[src/sevseg_pkg.sv]
// Shared constants, types and helpers for the seven-segment display multiplexer.
// No dependencies.
package sevseg_pkg;

  localparam int NUM_DIGITS = 4;
  localparam int DIGIT_W    = (NUM_DIGITS > 1) ? $clog2(NUM_DIGITS) : 1;

  localparam int SEG_W      = 8;
  localparam int LEVEL_W    = 16;
  localparam int ELAPSED_W  = 17;
  localparam int COUNT_W    = 4;
  localparam int PHASE_W    = 2;
  localparam int DRIVE_W    = 4;
  localparam int IDX_W      = 2;
  localparam int CFG_IDX_W  = 2;

  localparam logic [ELAPSED_W-1:0] ELAPSED_MAX = {ELAPSED_W{1'b1}};

  localparam logic [PHASE_W-1:0] PH_ALL_OFF = 2'd0;
  localparam logic [PHASE_W-1:0] PH_SETUP   = 2'd1;
  localparam logic [PHASE_W-1:0] PH_ON      = 2'd2;

  localparam logic [CFG_IDX_W-1:0] REG_COMMON_ANODE = 2'd0;
  localparam logic [CFG_IDX_W-1:0] REG_BRIGHTNESS   = 2'd1;
  localparam logic [CFG_IDX_W-1:0] REG_EXP_MODE     = 2'd2;

  localparam logic CMD_TICK  = 1'b0;
  localparam logic CMD_WRITE = 1'b1;

  typedef struct packed {
    logic               common_anode;
    logic [LEVEL_W-1:0] off_time;
  } cfg_t;

  typedef struct packed {
    logic [DRIVE_W-1:0] digit_drive;
    logic [SEG_W-1:0]   segment_drive;
    logic [PHASE_W-1:0] phase_code;
  } result_t;

  // hold time in microseconds by lit segment count
  function automatic logic [ELAPSED_W-1:0] hold_time(input logic [COUNT_W-1:0] cnt);
    logic [ELAPSED_W-1:0] t;
    case (cnt)
      4'd1:    t = 17'd20;
      4'd2:    t = 17'd200;
      4'd3:    t = 17'd300;
      4'd4:    t = 17'd400;
      default: t = 17'd500;
    endcase
    return t;
  endfunction

  function automatic logic [COUNT_W-1:0] count_ones(input logic [SEG_W-1:0] v);
    logic [COUNT_W-1:0] n;
    n = '0;
    for (int i = 0; i < SEG_W; i++) begin
      n = n + COUNT_W'(v[i]);
    end
    return n;
  endfunction

endpackage

[src/sevseg_if.sv]
// Valid/ready channel interfaces for the display multiplexer.
// Depends on sevseg_pkg.
interface sevseg_in_if;
  import sevseg_pkg::*;
  logic             valid;
  logic             ready;
  logic             cmd;
  logic [IDX_W-1:0] digit_index;
  logic [SEG_W-1:0] segment_pattern;

  modport source (output valid, cmd, digit_index, segment_pattern, input ready);
  modport sink   (input valid, cmd, digit_index, segment_pattern, output ready);
endinterface

interface sevseg_out_if;
  import sevseg_pkg::*;
  logic               valid;
  logic               ready;
  logic [DRIVE_W-1:0] digit_drive;
  logic [SEG_W-1:0]   segment_drive;
  logic [PHASE_W-1:0] phase_code;

  modport source (output valid, digit_drive, segment_drive, phase_code, input ready);
  modport sink   (input valid, digit_drive, segment_drive, phase_code, output ready);
endinterface

[src/sevseg_cfg.sv]
// Configuration registers and registered off-time computation.
// Depends on sevseg_pkg.
module sevseg_cfg (
  input  logic                          clk,
  input  logic                          rst_n,
  input  logic                          cfg_we,
  input  logic [sevseg_pkg::CFG_IDX_W-1:0] cfg_index,
  input  logic [sevseg_pkg::LEVEL_W-1:0]   cfg_wdata,
  output sevseg_pkg::cfg_t              cfg
);
  import sevseg_pkg::*;

  logic               common_anode_r;
  logic [LEVEL_W-1:0] level_r;
  logic               exp_mode_r;
  logic [LEVEL_W-1:0] off_time_r;
  logic [LEVEL_W-1:0] off_time_nxt;
  logic [2*LEVEL_W-1:0] square;

  always_ff @(posedge clk) begin
    if (!rst_n) begin
      common_anode_r <= 1'b0;
      level_r        <= '0;
      exp_mode_r     <= 1'b0;
      off_time_r     <= '0;
    end else begin
      off_time_r <= off_time_nxt;
      if (cfg_we) begin
        case (cfg_index)
          REG_COMMON_ANODE: common_anode_r <= cfg_wdata[0];
          REG_BRIGHTNESS:   level_r        <= cfg_wdata;
          REG_EXP_MODE:     exp_mode_r     <= cfg_wdata[0];
          default: ;
        endcase
      end
    end
  end

  assign square       = level_r * level_r;
  assign off_time_nxt = exp_mode_r ? square[LEVEL_W-1:0] : level_r;

  assign cfg.common_anode = common_anode_r;
  assign cfg.off_time     = off_time_r;

endmodule

[src/sevseg_core.sv]
// Multiplexing state machine, pattern store and pin polarity.
// Depends on sevseg_pkg.
module sevseg_core (
  input  logic                         clk,
  input  logic                         rst_n,
  input  logic                         step,
  input  logic                         cmd,
  input  logic [sevseg_pkg::IDX_W-1:0] digit_index,
  input  logic [sevseg_pkg::SEG_W-1:0] segment_pattern,
  input  sevseg_pkg::cfg_t             cfg,
  output sevseg_pkg::result_t          result
);
  import sevseg_pkg::*;

  logic [PHASE_W-1:0]    phase_r, phase_nxt;
  logic [DIGIT_W-1:0]    digit_r, digit_nxt;
  logic [COUNT_W-1:0]    lit_r, lit_nxt;
  logic [ELAPSED_W-1:0]  elapsed_r, elapsed_nxt;
  logic [NUM_DIGITS-1:0] dlatch_r, dlatch_nxt;
  logic [SEG_W-1:0]      slatch_r, slatch_nxt;
  logic [SEG_W-1:0]      pattern_r [NUM_DIGITS];
  logic [ELAPSED_W-1:0]  el_inc;
  logic [SEG_W-1:0]      cur_pat;
  logic [DRIVE_W-1:0]    dl4;

  always_ff @(posedge clk) begin
    if (!rst_n) begin
      phase_r   <= PH_ALL_OFF;
      digit_r   <= '0;
      lit_r     <= '0;
      elapsed_r <= '0;
      dlatch_r  <= '0;
      slatch_r  <= '0;
      for (int i = 0; i < NUM_DIGITS; i++) begin
        pattern_r[i] <= '0;
      end
    end else if (step) begin
      phase_r   <= phase_nxt;
      digit_r   <= digit_nxt;
      lit_r     <= lit_nxt;
      elapsed_r <= elapsed_nxt;
      dlatch_r  <= dlatch_nxt;
      slatch_r  <= slatch_nxt;
      if (cmd == CMD_WRITE) begin
        for (int i = 0; i < NUM_DIGITS; i++) begin
          if (int'(digit_index) == i) begin
            pattern_r[i] <= segment_pattern;
          end
        end
      end
    end
  end

  assign el_inc  = (elapsed_r == ELAPSED_MAX) ? elapsed_r : elapsed_r + 1'b1;
  assign cur_pat = pattern_r[digit_r];

  always_comb begin
    phase_nxt   = phase_r;
    digit_nxt   = digit_r;
    lit_nxt     = lit_r;
    elapsed_nxt = elapsed_r;
    dlatch_nxt  = dlatch_r;
    slatch_nxt  = slatch_r;
    if (cmd == CMD_TICK) begin
      elapsed_nxt = el_inc;
      case (phase_r)
        PH_SETUP: begin
          dlatch_nxt[digit_r] = 1'b1;
          slatch_nxt          = cur_pat;
          lit_nxt             = count_ones(cur_pat);
          phase_nxt           = PH_ON;
          elapsed_nxt         = '0;
        end
        PH_ON: begin
          if (el_inc > hold_time(lit_r)) begin
            dlatch_nxt  = '0;
            elapsed_nxt = '0;
            if (digit_r == DIGIT_W'(NUM_DIGITS - 1)) begin
              digit_nxt = '0;
              phase_nxt = PH_ALL_OFF;
            end else begin
              digit_nxt = digit_r + 1'b1;
              phase_nxt = PH_SETUP;
            end
          end
        end
        default: begin
          phase_nxt = (el_inc > ELAPSED_W'(cfg.off_time)) ? PH_SETUP : PH_ALL_OFF;
        end
      endcase
    end
  end

  always_comb begin
    dl4 = '0;
    for (int i = 0; i < DRIVE_W; i++) begin
      if (i < NUM_DIGITS) begin
        dl4[i] = dlatch_nxt[i];
      end
    end
  end

  assign result.digit_drive   = cfg.common_anode ? dl4 : ~dl4;
  assign result.segment_drive = cfg.common_anode ? ~slatch_nxt : slatch_nxt;
  assign result.phase_code    = phase_nxt;

endmodule

[src/seven_segment_multiplexer.sv]
// Top level: input beat register, multiplexer core, result register.
// Depends on sevseg_pkg, sevseg_if, sevseg_cfg and sevseg_core.
//
// Usage:
//   in_ch carries one beat per command: a one-microsecond tick (cmd 0) or a
//   pattern write for one digit (cmd 1). Every beat yields exactly one beat on
//   out_ch with the digit and segment pin levels and the phase after it.
//   cfg_we/cfg_index/cfg_wdata write common_anode (0), brightness_level (1)
//   and exponential_mode (2); write them only while no beat is in flight.
//   A beat passes the input register and then the result register before its
//   result is valid on out_ch. Throughput: one beat per cycle while out_ch
//   does not stall, set by the state update in the core.
//   When out_ch stalls the result register holds; the input register still
//   takes one more beat, after which in_ch.ready drops until out_ch drains.
//   Reset (rst_n low, synchronous) clears the pipeline, the phase machine,
//   the pattern store and the configuration registers; the first result then
//   shows all digits and segments off in the selected polarity.
module seven_segment_multiplexer (
  input  logic                             clk,
  input  logic                             rst_n,
  sevseg_in_if.sink                        in_ch,
  sevseg_out_if.source                     out_ch,
  input  logic                             cfg_we,
  input  logic [sevseg_pkg::CFG_IDX_W-1:0] cfg_index,
  input  logic [sevseg_pkg::LEVEL_W-1:0]   cfg_wdata
);
  import sevseg_pkg::*;

  logic             in_valid_r;
  logic             cmd_r;
  logic [IDX_W-1:0] idx_r;
  logic [SEG_W-1:0] pat_r;
  logic             out_valid_r;
  result_t          out_r;
  result_t          result;
  cfg_t             cfg;
  logic             advance;
  logic             step;

  assign advance     = !out_valid_r || out_ch.ready;
  assign in_ch.ready = !in_valid_r || advance;
  assign step        = in_valid_r && advance;

  always_ff @(posedge clk) begin
    if (!rst_n) begin
      in_valid_r  <= 1'b0;
      out_valid_r <= 1'b0;
    end else begin
      if (in_ch.ready) begin
        in_valid_r <= in_ch.valid;
      end
      if (advance) begin
        out_valid_r <= in_valid_r;
      end
    end
  end

  always_ff @(posedge clk) begin
    if (in_ch.ready && in_ch.valid) begin
      cmd_r <= in_ch.cmd;
      idx_r <= in_ch.digit_index;
      pat_r <= in_ch.segment_pattern;
    end
    if (step) begin
      out_r <= result;
    end
  end

  sevseg_cfg u_cfg (
    .clk       (clk),
    .rst_n     (rst_n),
    .cfg_we    (cfg_we),
    .cfg_index (cfg_index),
    .cfg_wdata (cfg_wdata),
    .cfg       (cfg)
  );

  sevseg_core u_core (
    .clk             (clk),
    .rst_n           (rst_n),
    .step            (step),
    .cmd             (cmd_r),
    .digit_index     (idx_r),
    .segment_pattern (pat_r),
    .cfg             (cfg),
    .result          (result)
  );

  assign out_ch.valid         = out_valid_r;
  assign out_ch.digit_drive   = out_r.digit_drive;
  assign out_ch.segment_drive = out_r.segment_drive;
  assign out_ch.phase_code    = out_r.phase_code;

endmodule
[src/flat_wrapper.sv]
// flat-port wrapper written by rule: the top's interface ports become plain ports
module seven_segment_multiplexer_flat import sevseg_pkg::*;
  (clk, rst_n, cfg_we, cfg_index, cfg_wdata, in_ch_valid, in_ch_cmd, in_ch_digit_index, in_ch_segment_pattern, in_ch_ready, out_ch_valid, out_ch_digit_drive, out_ch_segment_drive, out_ch_phase_code, out_ch_ready);
  sevseg_in_if in_ch_i ();
  sevseg_out_if out_ch_i ();
  input  logic clk;
  input  logic rst_n;
  input  logic cfg_we;
  input  logic [sevseg_pkg::CFG_IDX_W-1:0] cfg_index;
  input  logic [sevseg_pkg::LEVEL_W-1:0] cfg_wdata;
  input wire logic [$bits(in_ch_i.valid)-1:0] in_ch_valid;
  input wire logic [$bits(in_ch_i.cmd)-1:0] in_ch_cmd;
  input wire logic [$bits(in_ch_i.digit_index)-1:0] in_ch_digit_index;
  input wire logic [$bits(in_ch_i.segment_pattern)-1:0] in_ch_segment_pattern;
  output wire logic [$bits(in_ch_i.ready)-1:0] in_ch_ready;
  output wire logic [$bits(out_ch_i.valid)-1:0] out_ch_valid;
  output wire logic [$bits(out_ch_i.digit_drive)-1:0] out_ch_digit_drive;
  output wire logic [$bits(out_ch_i.segment_drive)-1:0] out_ch_segment_drive;
  output wire logic [$bits(out_ch_i.phase_code)-1:0] out_ch_phase_code;
  input wire logic [$bits(out_ch_i.ready)-1:0] out_ch_ready;
  assign in_ch_i.valid = in_ch_valid;
  assign in_ch_i.cmd = in_ch_cmd;
  assign in_ch_i.digit_index = in_ch_digit_index;
  assign in_ch_i.segment_pattern = in_ch_segment_pattern;
  assign in_ch_ready = in_ch_i.ready;
  assign out_ch_valid = out_ch_i.valid;
  assign out_ch_digit_drive = out_ch_i.digit_drive;
  assign out_ch_segment_drive = out_ch_i.segment_drive;
  assign out_ch_phase_code = out_ch_i.phase_code;
  assign out_ch_i.ready = out_ch_ready;
  seven_segment_multiplexer u_core (.clk(clk), .rst_n(rst_n), .in_ch(in_ch_i), .out_ch(out_ch_i), .cfg_we(cfg_we), .cfg_index(cfg_index), .cfg_wdata(cfg_wdata));
endmodule
[config.mk]
export PLATFORM = sky130hd
export DESIGN_NAME = seven_segment_multiplexer_flat
export DESIGN_NICKNAME = d
export VERILOG_FILES = /design/src/sevseg_pkg.sv /design/src/sevseg_if.sv /design/src/sevseg_cfg.sv /design/src/sevseg_core.sv /design/src/seven_segment_multiplexer.sv /design/src/flat_wrapper.sv
export SDC_FILE = /design/constraint.sdc
export NUM_CORES = 1
export LEC_CHECK = 0
export BUFFER_PORTS_ARGS = -buffer_cell sky130_fd_sc_hd__clkbuf_2
export CAP_MARGIN = 20
export CORE_UTILIZATION = 57
export CTS_CLUSTER_SIZE = 14
export DETAILED_ROUTE_END_ITERATION = 8
export PLACE_DENSITY = 0.82
export SYNTH_ARGS = -nofsm -noshare
export SYNTH_HDL_FRONTEND = slang
export SYNTH_SLANG_ARGS = --single-unit
[constraint.sdc]
create_clock -name clk -period 5.5 [get_ports clk]
set_clock_uncertainty 0.05 [all_clocks]
set_input_delay 1.1 -clock clk [delete_from_list [all_inputs] [get_ports clk]]
set_output_delay 1.1 -clock clk [all_outputs]
set_load 0.01 [all_outputs]
==> out/metrics.yaml, run 1 <==
status: "complete, no violations"
fin_crit_ps: 5260
reg2reg_from: "u_core.u_cfg.level_r[4]$_SDFFE_PN0P_"
max_stage_delay_ps: 550
die_w_um: 135
io_buffers: 49
grt_pass1_vias: 7646
cts_buffer_depth: 2
synth_nets: 1240
synth_area_per_cell_sq_um: 9.60
min_from: "u_core.u_core.slatch_r[4]$_SDFFE_PN0P_"
power.leakage_nw: 4.85
netlist_instances: 1054
critPathCaptureType: "flip-flop"
cts-root-buf: "clkbuf_16"
p_int_mw: 1.85
synth_area_sq_um: 10100
grt_pass1_wl_mm: 37.3
vias: 7517
final_area_sq_um: 11200
final_cell_mix: "inv_1, nand2_1, ha_1, fa_1, dfxtp_1"
ys_seq_area_share_pct: 31.8
async_flop_share_pct: 0
setup_viol: 0
drive_above_1_share_pct: 12.0
hold_depth: 2
path_cells: "and2_2 > fa_1 > inv_1 > fa_1 > fa_1 > inv_1 > fa_1 > fa_1 > inv_1 > fa_1 > inv_1 > ha_1 > and3_1 > and3_1 > nor3_2 > xor2_1 > o21ai_0"
wl_mm: 22.4
num_io_pins: 50
hpwl_mm: 16.5
cp_common_cell: "fa_1"
p_per_area_nw_per_um2: 217
num_antenna_cells: 0
dpl_cell_area_sq_um: 10500
cts_max_level: 4
worstSkewPairLatency_ps: 420
post-route-period-util_pct: 95.6
combPwrFrac_pct: 8.1
hold_end: "u_core.u_core.slatch_r[4]$_SDFFE_PN0P_"
first_iter_violations: 527
tritoncts: "done"
crit_family: "adder cells"
required_ps: 5750
worstMarginPinSlew_ps: 954
slew_viol_final: 0
cts_sinks: 132
clkPwrFrac_pct: 47.3
start_util_pct: 58.5
peakVddDrop_mv: 0.225
finish.net_count: 1276
ys_ff_latch: 132
numCtsBuffers: 17
fp.dieH_um: 135
place_ws_ps: 114
coreArea_sq_um: 17300
r2r-end: "u_core.u_cfg.off_time_r[13]$_SDFF_PN0_"
area_delta_synth_final_pct: 10.4
drtPass1Iterations: 5
hold_viol: 0
synth-edff-count: 57
drc: 0
fmax_ghz: 0.190
ff2ff_path_depth: 17
path_clk_slew_ps: 60
rsz0062_at_grt: "no"
r2r_setup_slack_ps: 240
avgRoutedWirePerCell_um: 16.8
power_mw: 2.42
path_buf_inv: 4
n_fill_cell: 1364
grt_use_total_pct: 26.5
ys_warn_count: 0
grt_overflow_total: 0
antenna_found_initial: 0
cp_max_fo: 7
arrival_ps: 5510
worstSetupPathType: "flip-flop to flip-flop"
num_rows: 48
synth_cell_type_count: 68
fin_ws_ps: 243
ant_nets: 0
p_seq_share_pct: 44.6
p_sw_share_pct: 23.8
grt_max_degree: 49
hp-class: "flip-flop to flip-flop"
fin_tns_setup_ps: 0
postCtsHoldBufs: 0
p_sw_mw: 0.576
final_common_cell: "inv_1"
relSlewSlack_pct: 36.2
cp_slowest_cell: "fa_1"
synth_flop_cell: "dfxtp_1"
gp_congestion: 0.900
viasPerCell: 5.66
crit_path_start_kind: "flip-flop"
cap_violations: 0
dieArea_sq_um: 18300
power groups by stage:
stage / clock network (mW) / logic [mW] / registers, mW
after floorplan: 0 / 0.138 / 1.09
after global placement: 0 / 0.188 / 1.10
after detailed placement: 0 / 0.194 / 1.10
after CTS: 1.15 / 0.197 / 1.08
after global routing: 1.20 / 0.221 / 1.08
final: 1.14 / 0.197 / 1.08
cell type report:
cell class	instances	area [sq um]	share of cell area (%)
clock inverter	14	163	1.46
inverter	153	574	5.14
multi-input combinational	720	6130	54.9
timing repair buffer	66	374	3.35
clock buffer	18	429	3.84
tap	225	282	2.52
sequential	132	3220	28.8
worst reg2reg max path: cells and delay by family (launching register included):
kind | cells | cell delay, ps
fa+ha+maj | 7 | 3420
simple gates | 4 | 830
flops | 1 | 380
buf+inv | 4 | 220
xor+xnor | 1 | 160
compound gates | 1 | 80
flip-flops by register name, indices dropped and copies added, names as in the netlist, named ones only:
| register | flops |
|---|---|
| u_core.idx_r | 2 |
| u_core.u_cfg.common_anode_r | 1 |
| u_core.out_ch.valid | 1 |
| u_core.in_valid_r | 1 |
| u_core.u_core.slatch_r | 8 |
| u_core.pat_r | 8 |
| u_core.u_core.elapsed_r | 17 |
| u_core.out_ch.digit_drive | 4 |
| u_core.cmd_r | 1 |
| u_core.out_ch.segment_drive | 8 |
| u_core.u_cfg.level_r | 16 |
| u_core.u_core.pattern_r | 32 |
| u_core.u_core.dlatch_r | 4 |
| u_core.u_cfg.exp_mode_r | 1 |
| u_core.out_ch.phase_code | 2 |
| u_core.u_core.phase_r | 2 |
| u_core.u_core.lit_r | 4 |
| u_core.u_cfg.off_time_r | 16 |
| u_core.u_core.digit_r | 2 |
worst max-delay path by stage:
stage | to | slack [ps] | cells past startpoint | startpoint
finish | u_core.u_cfg.off_time_r[13]$_SDFF_PN0_ | 240 | 17 | u_core.u_cfg.level_r[4]$_SDFFE_PN0P_
global route | u_core.u_cfg.off_time_r[14]$_SDFF_PN0_ | 5 | 18 | u_core.u_cfg.level_r[8]$_SDFFE_PN0P_
CTS | u_core.u_cfg.off_time_r[13]$_SDFF_PN0_ | 70 | 17 | u_core.u_cfg.level_r[6]$_SDFFE_PN0P_
detailed placement | u_core.u_cfg.off_time_r[13]$_SDFF_PN0_ | 110 | 17 | u_core.u_cfg.level_r[6]$_SDFFE_PN0P_
global placement | u_core.u_cfg.off_time_r[15]$_SDFF_PN0_ | 250 | 17 | u_core.u_cfg.level_r[6]$_SDFFE_PN0P_
floorplan | u_core.u_cfg.off_time_r[13]$_SDFF_PN0_ | 220 | 18 | u_core.u_cfg.level_r[1]$_SDFFE_PN0P_
cell usage after synthesis, drive strengths merged, types with 10 or more instances:
cell | number | area share, %
a21oi | 19 | 0.94
xor2 | 11 | 0.95
nor2 | 26 | 0.96
clkbuf | 36 | 1.3
xnor2 | 37 | 3.2
nand4 | 15 | 0.93
dfxtp | 75 | 15
and2 | 60 | 3.7
fa | 71 | 14
buf | 13 | 0.80
edfxtp | 57 | 17
nand2 | 130 | 4.8
nor3 | 22 | 1.1
inv | 153 | 5.7
ha | 81 | 10
nand3 | 21 | 1.1
o21ai | 22 | 1.1
and3 | 10 | 0.62
nand2b | 11 | 0.68
mux2i | 27 | 2.7
nor2b | 18 | 1.1
a21boi | 29 | 2.2
cell families (layout without fill, tap and decap cells):
group,count (synthesis),in the layout,synth area share (%)
and+or+nand+nor,343,343,17.4
xor gates and xnor gates,48,48,4.16
adders and majority gates,152,152,24.1
buffers and inverters,202,251,7.83
muxes,40,40,5.01
DFF,132,132,31.8
AOI/OAI and AO/OA,137,137,9.78
metrics by stage:
step | utilization (%) | hold slack [ps] | cells
after detailed placement | 61.0 | 406 | 1295
after global routing | 64.6 | 434 | 1328
after floorplan | - | 393 | 1054
final | 64.6 | 415 | 1328
after global placement | 61.0 | 399 | 1295
after CTS | 64.4 | 414 | 1327
metal layers:
layer	wire length (um)	global-route usage [%]	share of wire (%)	up-vias
li1	-	-	-	3594
met1	9630	33.5	43	3624
met2	11100	45.5	50	255
met3	1180	4.94	5.3	44
met4	459	9.24	2.1	0
met5	0	0	0	-
timing repair:
item	CTS	global route
setup endpoints to repair	0	5
buffers inserted	0	0
resized for setup	0	10
Power figures use the tool's default switching activity.
==> run 2: changes to the inputs <==
--- a/config.mk
+++ b/config.mk
@@ -5,8 +5,10 @@
 export SDC_FILE = /design/constraint.sdc
 export NUM_CORES = 1
 export LEC_CHECK = 0
+export ABC_AREA = 1
 export BUFFER_PORTS_ARGS = -buffer_cell sky130_fd_sc_hd__clkbuf_2
 export CAP_MARGIN = 20
+export CORE_MARGIN = 2
 export CORE_UTILIZATION = 57
 export CTS_CLUSTER_SIZE = 14
 export DETAILED_ROUTE_END_ITERATION = 8
==> run 2 against run 1 <==
Net effect: synthesized area about the same; sequential share of layout area about the same; final area increased by 0.60%; worst hold slack improved by 36 ps; via count is 9.5% higher; non-clock buffer count is 5 lower; highest routed layer unchanged.
==> out/metrics.yaml, run 2 <==
ys_ff_latch: 132
hold_end: "u_core.u_core.elapsed_r[5]$_SDFFE_PN0P_"
grt_use_total_pct: 26.1
drc: 0
vias: 8233
peakVddDrop_mv: 0.223
fin_util_pct: 65.0
drtPass1Iterations: 5
start_util_pct: 58.5
largest_reg_flops: 32
die_w_um: 137
hpwl_mm: 17.3
crit_path_start_kind: "flip-flop"
num_rows: 48
slew_viol_final: 0
dieArea_sq_um: 18800
synth_area_per_cell_sq_um: 8.07
hp-class: "flip-flop to flip-flop"
cap_violations: 0
synth_flop_cell: "dfxtp_1"
r2r_setup_slack_ps: 270
synth_nets: 1440
grt_overflow_total: 0
worstSetupPathType: "flip-flop to flip-flop"
avgRoutedWirePerCell_um: 15.0
wl_mm: 23.0
postCtsHoldBufs: 0
required_ps: 5810
power.leakage_nw: 5.49
synth_top_area_share_pct: 16.9
p_per_area_nw_per_um2: 228
setup_viol: 0
numCtsBuffers: 17
cp_slowest_cell: "fa_1"
hold_depth: 2
netlist_instances: 1254
rsz0062_at_grt: "yes"
coreArea_sq_um: 17300
viasPerCell: 5.37
io_buffers: 49
cts_max_level: 4
synthTopCellsByArea: "edfxtp_1, dfxtp_1, fa_1, ha_1, inv_1"
synth_area_sq_um: 10100
status: "complete, no violations"
cts_resized: 0
grt_pass1_wl_mm: 38.2
antenna_found_initial: 0
post-cts-setup-buffers: 0
num_antenna_cells: 0
ys_seq_area_share_pct: 31.8
drive_above_1_share_pct: 10.3
grt_max_degree: 45
power_mw: 2.56
synth-edff-count: 57
worstSkewPairLatency_ps: 430
path_buf_inv: 6
tritoncts: "done"
crit_family: "adder cells"
async_flop_share_pct: 0
synthTopCellsByCount: "inv_1, nand2_1, a21oi_1"
synth_cell_type_count: 43
fmax_ghz: 0.191
min_from: "u_core.u_core.elapsed_r[5]$_SDFFE_PN0P_"
synth_top_cell_by_area: "edfxtp_1"
final_cell_mix: "inv_1, nand2_1, a21oi_1, nor2_1, ha_1"
post-route-period-util_pct: 95.1
fp.dieH_um: 137
first_iter_violations: 660
arrival_ps: 5540
finish.net_count: 1480
gp_congestion: 0.953
r2r-end: "u_core.u_cfg.off_time_r[14]$_SDFF_PN0_"
ant_nets: 0
cts-root-buf: "clkbuf_16"
cts_buffer_depth: 2
critPathCaptureType: "flip-flop"
cp_max_fo: 10
relSlewSlack_pct: 40.6
ys_warn_count: 0
regMostFlops: "u_core.u_core.pattern_r"
final_common_cell: "inv_1"
path_clk_slew_ps: 70
worstMarginPinSlew_ps: 885
cts_sinks: 132
ff2ff_path_depth: 21
yosysMostFrequentCell: "inv_1"
top_regs: "u_core.u_core.pattern_r (32), u_core.u_core.elapsed_r (17)"
max_stage_delay_ps: 540
num_io_pins: 50
area_delta_synth_final_pct: 11.1
fin_crit_ps: 5230
path_cells: "nand2_1 > fa_1 > fa_1 > inv_1 > fa_1 > inv_1 > fa_1 > inv_1 > fa_1 > inv_1 > fa_1 > inv_1 > ha_1 > nand2_1 > nor3_2 > nand3_1 > nand4_1 > a21oi_1 > o21ai_0 > o211ai_1 > inv_1"
grt_pass1_vias: 8121
hold_viol: 0
reg2reg_from: "u_core.u_cfg.level_r[2]$_SDFFE_PN0P_"
run 2: changes by cell type after synthesis, sizes merged, moves of 18 or more:
cell,previous run,this run
nand2,130,246
inv,153,251
a21oi,19,93
nor2,26,94
and2,60,0
nand3,21,61
o21ai,22,62
a21boi,29,0
mux2i,27,0
xor2,11,32
nor2b,18,0
xnor2,37,19
run 2: kinds of logic after synthesis:
group	after synthesis	synth area share [%]
and+or+nand+nor	444	18.8
AOI/OAI and AO/OA	183	10.0
DFF	132	31.8
xor gates and xnor gates	51	4.42
buffers and inverters	292	10.9
adders and majority gates	152	24.1
run 2: worst max path at each step:
| stage | slack [ps] | to | depth (start not counted) | start |
|---|---|---|---|---|
| 2_1_floorplan | 130 | u_core.u_cfg.off_time_r[15]$_SDFF_PN0_ | 22 | u_core.u_cfg.level_r[1]$_SDFFE_PN0P_ |
| 3_3_place_gp | 160 | u_core.u_cfg.off_time_r[14]$_SDFF_PN0_ | 21 | u_core.u_cfg.level_r[1]$_SDFFE_PN0P_ |
| 3_5_place_dp | 30 | u_core.u_cfg.off_time_r[14]$_SDFF_PN0_ | 21 | u_core.u_cfg.level_r[1]$_SDFFE_PN0P_ |
| 4_1_cts | 20 | u_core.u_cfg.off_time_r[14]$_SDFF_PN0_ | 21 | u_core.u_cfg.level_r[1]$_SDFFE_PN0P_ |
| 5_1_grt | -20 | u_core.u_cfg.off_time_r[14]$_SDFF_PN0_ | 21 | u_core.u_cfg.level_r[8]$_SDFFE_PN0P_ |
| 6_report | 270 | u_core.u_cfg.off_time_r[14]$_SDFF_PN0_ | 21 | u_core.u_cfg.level_r[2]$_SDFFE_PN0P_ |
run 2: per-layer routing:
metal,global-route usage [%],part of all wire (%),vias to the layer above
met5,0,0,-
met4,8.36,1.8,0
met3,5.08,6.7,40
met2,44.1,48,271
met1,33.8,43,3870
li1,-,-,4052
run 2: worst register-to-register path: cells and delay by family, from the launching register on:
| kind | cells | cell delay [ps] |
|---|---|---|
| adder cells (fa/ha/maj) | 7 | 3310 |
| AND/OR/NAND/NOR | 5 | 690 |
| flip-flops | 1 | 450 |
| buffers and inverters | 6 | 350 |
| AO/OA/AOI/OAI | 3 | 300 |
run 2: cell type report:
type                            instances  area, sq um
Fill cell                            1400         6060
Multi-Input combinational cell        830         5830
Sequential cell                       132         3240
Inverter                              252          946
Clock buffer                           19          464
Timing Repair Buffer                   61          335
Tap cell                              225          282
Clock inverter                         13          145
run 2: where the power goes:
group | internal [mW] | switching, mW | total (mW)
sequential | 1.06 | 0.0285 | 1.09
combinational | 0.107 | 0.193 | 0.301
clock | 0.711 | 0.456 | 1.17
run 2: through the flow:
stage | setup WS, ps | instances | TNS [ps] | cell area (sq um) | hold slack (ps)
global route | -20.6 | 1532 | -32.7 | 11200 | 493
floorplan | 129 | 1254 | 0 | 10100 | 394
CTS | 16.9 | 1531 | 0 | 11200 | 452
finish | 271 | 1532 | 0 | 11200 | 451
global placement | 162 | 1499 | 0 | 10600 | 439
detailed placement | 29.6 | 1499 | 0 | 10600 | 443
